--- src/epipolar_distance_check_assert.svh ---
// assertion macros shared by the epipolar distance check modules
`ifndef EPIPOLAR_DISTANCE_CHECK_ASSERT_SVH
`define EPIPOLAR_DISTANCE_CHECK_ASSERT_SVH

// same-cycle implication, ignored while reset is high
`define EDC_ASSERT_IMP(name, clk, rst, ante, cons) \
   name: assert property (@(posedge clk) disable iff (rst) (ante) |-> (cons)) \
      else $error("edc assertion failed");

// next-cycle implication, ignored while reset is high
`define EDC_ASSERT_NEXT(name, clk, rst, ante, cons) \
   name: assert property (@(posedge clk) disable iff (rst) (ante) |=> (cons)) \
      else $error("edc assertion failed");

`endif

--- src/edc_pkg.sv ---
// types and constants of the epipolar distance check
package edc_pkg;

   localparam int PointWidth       = 16;
   localparam int DistWidth        = 16;
   localparam int RootWidth        = 17;
   localparam int RowWidth         = 63;
   localparam int CsrIndexWidth    = 2;
   localparam int QueueDepth       = 4;
   localparam int CoefWidthDefault = 21;
   localparam int FracBitsDefault  = 4;
   localparam logic [DistWidth-1:0] DistLimitReset = 16'd16;

   typedef enum logic [CsrIndexWidth-1:0] {
      CSR_ROW_ZERO,
      CSR_ROW_ONE,
      CSR_ROW_TWO,
      CSR_DIST_LIMIT
   } csr_index_type;

   typedef struct packed {
      logic [PointWidth-1:0] first_x;
      logic [PointWidth-1:0] first_y;
      logic [PointWidth-1:0] second_x;
      logic [PointWidth-1:0] second_y;
   } edc_req_type;

   typedef struct packed {
      logic [DistWidth-1:0] line_distance;
      logic                 on_line;
      logic                 degenerate;
      logic                 saturated;
   } edc_rsp_type;

endpackage

--- src/edc_queue.sv ---
// small queue between the front end and the distance pipeline
module edc_queue
   import edc_pkg::*;
#(
   parameter int WIDTH = 8,
   parameter int DEPTH = QueueDepth
) (
   input  logic             clock,
   input  logic             reset,
   input  logic             push,
   input  logic [WIDTH-1:0] wr_data,
   output logic             full,
   input  logic             pop,
   output logic             empty,
   output logic [WIDTH-1:0] rd_data
);

   localparam int PTW = (DEPTH > 1) ? $clog2(DEPTH) : 1;
   localparam int CW  = $clog2(DEPTH + 1);

   logic [WIDTH-1:0] slot_ff [DEPTH];
   logic [PTW-1:0]   wr_ptr_ff, rd_ptr_ff;
   logic [CW-1:0]    count_ff;
   logic             push_ok, pop_ok;

   assign full    = (count_ff == CW'(DEPTH));
   assign empty   = (count_ff == '0);
   assign push_ok = push && !full;
   assign pop_ok  = pop && !empty;
   assign rd_data = slot_ff[rd_ptr_ff];

   always_ff @(posedge clock) begin
      if (reset) begin
         wr_ptr_ff <= '0;
         rd_ptr_ff <= '0;
         count_ff  <= '0;
      end else begin
         if (push_ok) begin
            wr_ptr_ff <= (wr_ptr_ff == PTW'(DEPTH - 1)) ? '0 : wr_ptr_ff + PTW'(1);
         end
         if (pop_ok) begin
            rd_ptr_ff <= (rd_ptr_ff == PTW'(DEPTH - 1)) ? '0 : rd_ptr_ff + PTW'(1);
         end
         if (push_ok && !pop_ok) begin
            count_ff <= count_ff + CW'(1);
         end else if (pop_ok && !push_ok) begin
            count_ff <= count_ff - CW'(1);
         end
      end
      if (push_ok) begin
         slot_ff[wr_ptr_ff] <= wr_data;
      end
   end

`include "epipolar_distance_check_assert.svh"
   `EDC_ASSERT_IMP(a_q_count_bound, clock, reset, 1'b1, count_ff <= CW'(DEPTH))
   `EDC_ASSERT_NEXT(a_q_count_up, clock, reset, push_ok && !pop_ok, count_ff == $past(count_ff) + CW'(1))

endmodule

--- config.mk ---
export PLATFORM = sky130hd
export DESIGN_NAME = edc_queue
export DESIGN_NICKNAME = d
export VERILOG_FILES = /design/src/edc_pkg.sv /design/src/edc_queue.sv
export VERILOG_INCLUDE_DIRS = /design/src /design/src/src
export SDC_FILE = /design/constraint.sdc
export NUM_CORES = 1
export LEC_CHECK = 0
export BUFFER_PORTS_ARGS = -buffer_cell sky130_fd_sc_hd__buf_4
export CORE_MARGIN = 2
export CORE_UTILIZATION = 55
export CTS_CLUSTER_DIAMETER = 200
export DETAILED_ROUTE_END_ITERATION = 7
export PLACE_DENSITY = 0.77
export REMOVE_ABC_BUFFERS = 1
export SLEW_MARGIN = 5
export SYNTH_ARGS = -nofsm -noshare
export SYNTH_HDL_FRONTEND = slang
export SYNTH_SLANG_ARGS = --single-unit
--- constraint.sdc ---
create_clock -name clock -period 2.4 [get_ports clock]
set_input_delay 0.48 -clock clock [delete_from_list [all_inputs] [get_ports clock]]
set_output_delay 0.48 -clock clock [all_outputs]
set_load 0.01 [all_outputs]
==> results of run 1 <==
## through the flow
| step | power [uW] | util (%) | cell area (sq um) | cells |
|---|---|---|---|---|
| 2_1_floorplan | 1262 | - | 1622 | 88 |
| 3_3_place_gp | 1451 | 65.08 | 1826 | 141 |
| 3_5_place_dp | 1474 | 65.08 | 1826 | 141 |
| 4_1_cts | 1929 | 68.20 | 1913 | 149 |
| 5_1_grt | 2005 | 68.29 | 1916 | 149 |
| 6_report | 1915 | 68.29 | 1916 | 149 |
## power breakdown
part | leakage, uW | internal, uW | switching [uW]
clock network | 0.0000455 | 249 | 203
registers | 0.000368 | 868 | 61.8
logic | 0.000303 | 288 | 245
## path summary, 6_finish.rpt
| kind | from | to | depth (start not counted) |
|---|---|---|---|
| max | count_ff[2] | count_ff[2] | 9 |
| min | wr_data[0] | slot_ff[3][0] | 1 |
| max reg2reg | count_ff[2] | count_ff[2] | 9 |
| min reg2reg | rd_ptr_ff[0] | rd_ptr_ff[0] | 2 |
## synth_stat cells
library cell	count	area, sq um
o31ai_2	2	25.02
clkinv_4	1	8.760
o21ai_0	1	5.000
buf_2	1	5.000
nand2_1	1	3.750
o21ai_1	1	5.000
or3_1	1	6.260
dfxtp_1	9	180.2
nand3_1	2	10.01
ha_1	6	75.07
xor2_1	2	17.52
nor2_2	1	6.260
buf_6	1	11.26
mux2i_1	2	20.02
buf_1	1	3.750
and3_2	4	30.03
or3_2	1	7.510
nor3_1	2	10.01
mux4_2	8	180.2
edfxtp_1	32	960.9
a21oi_1	3	15.01
fa_1	1	20.02
clkbuf_1	1	3.750
nor2_1	3	11.26
or3b_1	1	8.760
inv_1	4	15.01
## flip-flops by register name (all words and copies together), names as in the netlist, named ones only
signal and count:
count_ff 3, rd_ptr_ff 2, slot_ff 32, wr_ptr_ff 2
## layout make-up
class | count | area, sq um | share of cell area, %
multi-input cells | 42 | 459.2 | 23.97
clock buffers | 7 | 55.05 | 2.874
flip-flops and latches | 41 | 1144 | 59.70
repair buffers | 22 | 165.2 | 8.622
inverters | 5 | 23.77 | 1.241
well taps | 31 | 38.79 | 2.025
clock inverters | 1 | 30.03 | 1.568
## routing by layer
metal	track usage (%)	wire (um)	vias to the layer above	share of wire (%)
met5	0	0	-	0
met3	5.934	148	6	6.0
li1	-	-	404	-
met2	27.45	1261	24	51
met4	7.792	45	0	1.8
met1	19.10	1031	421	41
## worst register-to-register path, cell delays in order (launching register included)
cell and delay, ns:
dfxtp_1 0.37, or3b_4 0.31, clkinv_4 0.06, nor2_2 0.12, ha_1 0.21, inv_1 0.07
fa_1 0.38, xor2_1 0.16, or3_2 0.40, a21oi_1 0.14
## what timing repair did
| action | CTS | global route |
|---|---|---|
| gates cloned | 0 | 0 |
| hold buffers | 0 | 0 |
| resized for setup | 1 | 2 |
| endpoints found under the setup margin | 1 | 1 |
## logic make-up after synthesis
| group | Yosys count | synth area share (%) |
|---|---|---|
| compound gates | 7 | 3.041 |
| xor+xnor | 2 | 1.065 |
| fa+ha+maj | 7 | 5.779 |
| buf+inv | 9 | 2.889 |
| flops | 41 | 69.35 |
| mux | 10 | 12.17 |
| simple gates | 16 | 5.704 |
==> out/results.ini, run 1 <==
[sta]
skew_ns=0.009031
finalHoldViolCount=0
finalSetupViolations=0
final_max_slew_viol_count=0
period_needed_ns=2.267
hold_ws_ns=0.3325
setup_slack_ns=0.1332
rsz0062_at_grt=false
finalSetupTns_ns=0
fin_crit_sh_pct=94.45
fmax_ghz=0.4412
slew_headroom_pct=73.67
worstMarginPinSlew_ns=0.3945

[synthesis]
yosysUniqueCellTypes=26
synth_area_per_cell_sq_um=17.88
ys_ff_latch=41
seq_area_frac_synth_pct=69.35
syn_area_sq_um=1645
synthCells=92
yosys_warnings=0

[final_layout]
areaGrowthSynthToFinish_pct=16.43
nFillCells=201
drive_above_1_share_pct=41.53
layout_commonest_cell=edfxtp_1
fin_nets=136
layout_common_cells=32 x edfxtp_1, 22 x buf_4, 8 x mux4_2
diodes=0

[worst_setup_path]
crit_required_ns=2.68
crit_buf_inv=2
crit_family=simple AND/OR/NAND/NOR gates
path_max_fanout=7
cp.arrival_ns=2.55
end_kind=register
max_stage_delay_ns=0.40
cp-start-kind=register
slowest_stage=or3_2
worstPathCellList=or3b_4 -> clkinv_4 -> nor2_2 -> ha_1 -> inv_1 -> fa_1 -> xor2_1 -> or3_2 -> a21oi_1
crit_type=register to register
rrSetupSlack_ns=0.13

[floorplanning]
initial_utilization_pct=58.65
die_area_sq_um=3445
die_h_um=58.70
core-area_sq_um=2805
io_pins=22
rows=19
die_x_um=58.70

[clock_network]
cts_tree=built
cts_root_buf=clkbuf_4
cts.sinks=41
clk_latency_ns=0.34
postCtsSetupBuffers=0
clockBufferDepth=2
cts_buffers=5
htree_num_levels=2
clk_pin_slew_worst_paths_ns=0.11

[detailed_routing]
drt-total-wl_um=2487
drcViolationCount=2
initialDrtViolationCount=32
dr.pass1.iters=6
vias=855
viasPerCell=5.738
ant_nets=0
wl_per_cell_um=16.69

[placed_design]
numPortBuffers=21
dp_hpwl_um=1749
preCtsSetupSlack_ns=0.01500
gp_congestion=0.7034

[global_routing]
grt_max_degree=13
grt_pass1_vias=839
grt_remaining_overflow=0
grt_pass1_wl_um=3967
track_usage_pct=16.48
antenna_found_initial=0

[power]
cellPowerDensity_nw_per_um2=999.5
peakVddDrop_mv=0.6615
p_leak_uw=0.0007168

[status]
outcome=complete, but fails checks
violations=DRC

[run]
drv_cap=0

[min_path]
hold_class=input port to register

Power figures use the tool's default switching activity.
==> inputs of run 2 (changes only) <==
Settings changed: PLACE_DENSITY 0.77 to default, PLACE_DENSITY_LB_ADDON from default to 0.05.
==> run 2 against run 1 <==
Compared with the run above:
- the run still ends with DRC left
- first-iteration DRC count is 50% higher
- hold slack gained 0.0085 ns
- sequential share of layout area about the same
- wire length decreased by 2.0%
- utilization barely moved
- sequential power hardly changed
- total power down 2.9%
- clock power down 9.7%
- combinational power decreased by 2%
- clock skew down 0.0027 ns
- flip-flop and latch count unchanged
- critical path depth unchanged
- largest cell class unchanged
- largest power group unchanged
==> out/results.ini, run 2 (same netlist as run 1, synthesis figures left out) <==
[sta]
slew_headroom_pct=74.71
finalSetupViolations=0
final_max_slew_viol_count=0
fmax_ghz=0.4437
skew_ns=0.006311
fin_crit_sh_pct=93.91
rsz0062_at_grt=false
hold_ws_ns=0.3410
worstMarginPinSlew_ns=0.3789
finalSetupTns_ns=0
finalHoldViolCount=0
period_needed_ns=2.254

[floorplanning]
die_x_um=58.70
rows=19
initial_utilization_pct=58.65
core-area_sq_um=2805
die_area_sq_um=3445
io_pins=22
die_h_um=58.70

[clock_network]
cts_root_buf=clkbuf_4
cts_buffers=5
htree_num_levels=2
clk_latency_ns=0.33
cts_tree=built
cts.sinks=41
clockBufferDepth=2
clk_pin_slew_worst_paths_ns=0.11

[detailed_routing]
viasPerCell=5.593
dr.pass1.iters=6
initialDrtViolationCount=48
vias=839
ant_nets=0
drt-total-wl_um=2437
wl_per_cell_um=16.25
drcViolationCount=2

[global_routing]
antenna_found_initial=0
grt_remaining_overflow=0
gr-usage-met3_pct=5.934
grt_max_degree=13
busiest_layer=met2
grt_pass1_vias=887
use_met1_pct=17.25
grt_pass1_wl_um=3898
track_usage_pct=16.30
met2_usage_pct=28.73

[worst_setup_path]
cp-start-kind=register
crit_type=register to register
max_stage_delay_ns=0.45
slowest_stage=dfxtp_1
end_kind=register
crit_required_ns=2.67
rr_endpoint=count_ff[2]
reg2reg_depth=9
startpoint=count_ff[1]
path_max_fanout=5
worstPathCellList=or3b_1 -> clkinv_4 -> nor2_2 -> ha_1 -> inv_1 -> fa_1 -> xor2_1 -> or3_2 -> a21oi_1
cp.arrival_ns=2.52
rrSetupSlack_ns=0.15
r2r_start=count_ff[1]

[final_layout]
diodes=0
drive_above_1_share_pct=40.34
fin_nets=137
top_regs=slot_ff (32), count_ff (3)
layout_common_cells=32 x edfxtp_1, 23 x buf_4, 8 x mux4_2, 8 x dfxtp_1, 6 x ha_1
stdcell_area_sq_um=1914
multiInputGateArea_sq_um=456.7
top_register=slot_ff
stdcell_count=150
ff_latch_area_sq_um=1142
nFillCells=213
layout_commonest_cell=edfxtp_1
areaGrowthSynthToFinish_pct=16.35
largest_reg_flops=32

[min_path]
hold_depth=1
hp-start=wr_data[7]
hold_class=input port to register
whs_endpoint=slot_ff[2][7]

[power]
cellPowerDensity_nw_per_um2=970.9
peakVddDrop_mv=0.6674
p_leak_uw=0.0007169

[placed_design]
dp_hpwl_um=1754
gp_congestion=0.6519
placed_cell_area_sq_um=1833
placed_cells=142
numPortBuffers=21

[run]
drv_cap=0

[status]
violations=DRC
outcome=complete, but fails checks

-- run 2: cell count changes in the layout (fill, tap and decap cells not counted) --
cell       before  now
buf_4          22   23
bufinv_16       1    0
clkbuf_16       0    1
dfxtp_1         7    8
dfxtp_2         2    1
or3b_1          0    1
or3b_4          1    0
-- run 2: timing repair --
| action | in CTS | in global routing |
|---|---|---|
| setup endpoints to repair | 0 | 1 |
| gates resized for setup | 0 | 1 |
| setup buffers | 0 | 0 |
| hold buffers | 0 | 0 |
-- run 2: power breakdown --
| group | total, uW | leakage, uW | switching, uW | internal [uW] |
|---|---|---|---|---|
| sequential | 928 | 0.000368 | 60.9 | 867 |
| clock | 408 | 0.0000437 | 201 | 207 |
| combinational | 522 | 0.000306 | 237 | 285 |
| total | 1860 | 0.000717 | 499 | 1360 |
-- run 2: per-stage QoR --
stage          setup WS, ns  util, %  power (uW)
6_report             0.1461    68.24        1859
5_1_grt             0.01277    68.24        1965
4_1_cts              0.1114    68.20        1886
3_5_place_dp         0.1251    65.34        1472
3_3_place_gp         0.2235    65.34        1454
2_1_floorplan        0.1836        -        1262
-- run 2: layout make-up --
class	instances	share of cell area [%]
sequential	41	59.67
timing repair buffer	23	9.020
clock buffer	8	4.183
inverter	5	1.242
multi-input combinational	42	23.86
tap	31	2.026
-- run 2: worst max-delay path by stage --
stage	end	slack [ns]
2_1_floorplan	count_ff[2]	0.18
3_3_place_gp	count_ff[2]	0.22
3_5_place_dp	count_ff[2]	0.13
4_1_cts	count_ff[2]	0.11
5_1_grt	count_ff[2]	0.01
6_report	count_ff[2]	0.15
-- run 2: worst max-delay path: cells and delay by family, from the launching register on --
family,cells,cell delay (ns)
AO/OA/AOI/OAI,1,0.14
adder cells (fa/ha/maj),2,0.57
AND/OR/NAND/NOR,3,0.76
buffers and inverters,2,0.13
flip-flops,1,0.45
XOR/XNOR,1,0.15
-- run 2: routing by layer --
metal | vias to the layer above | share of wire, %
met3 | 2 | 4.9
met1 | 413 | 41
met5 | - | 0
met2 | 19 | 53
met4 | 0 | 1.2
li1 | 405 | -
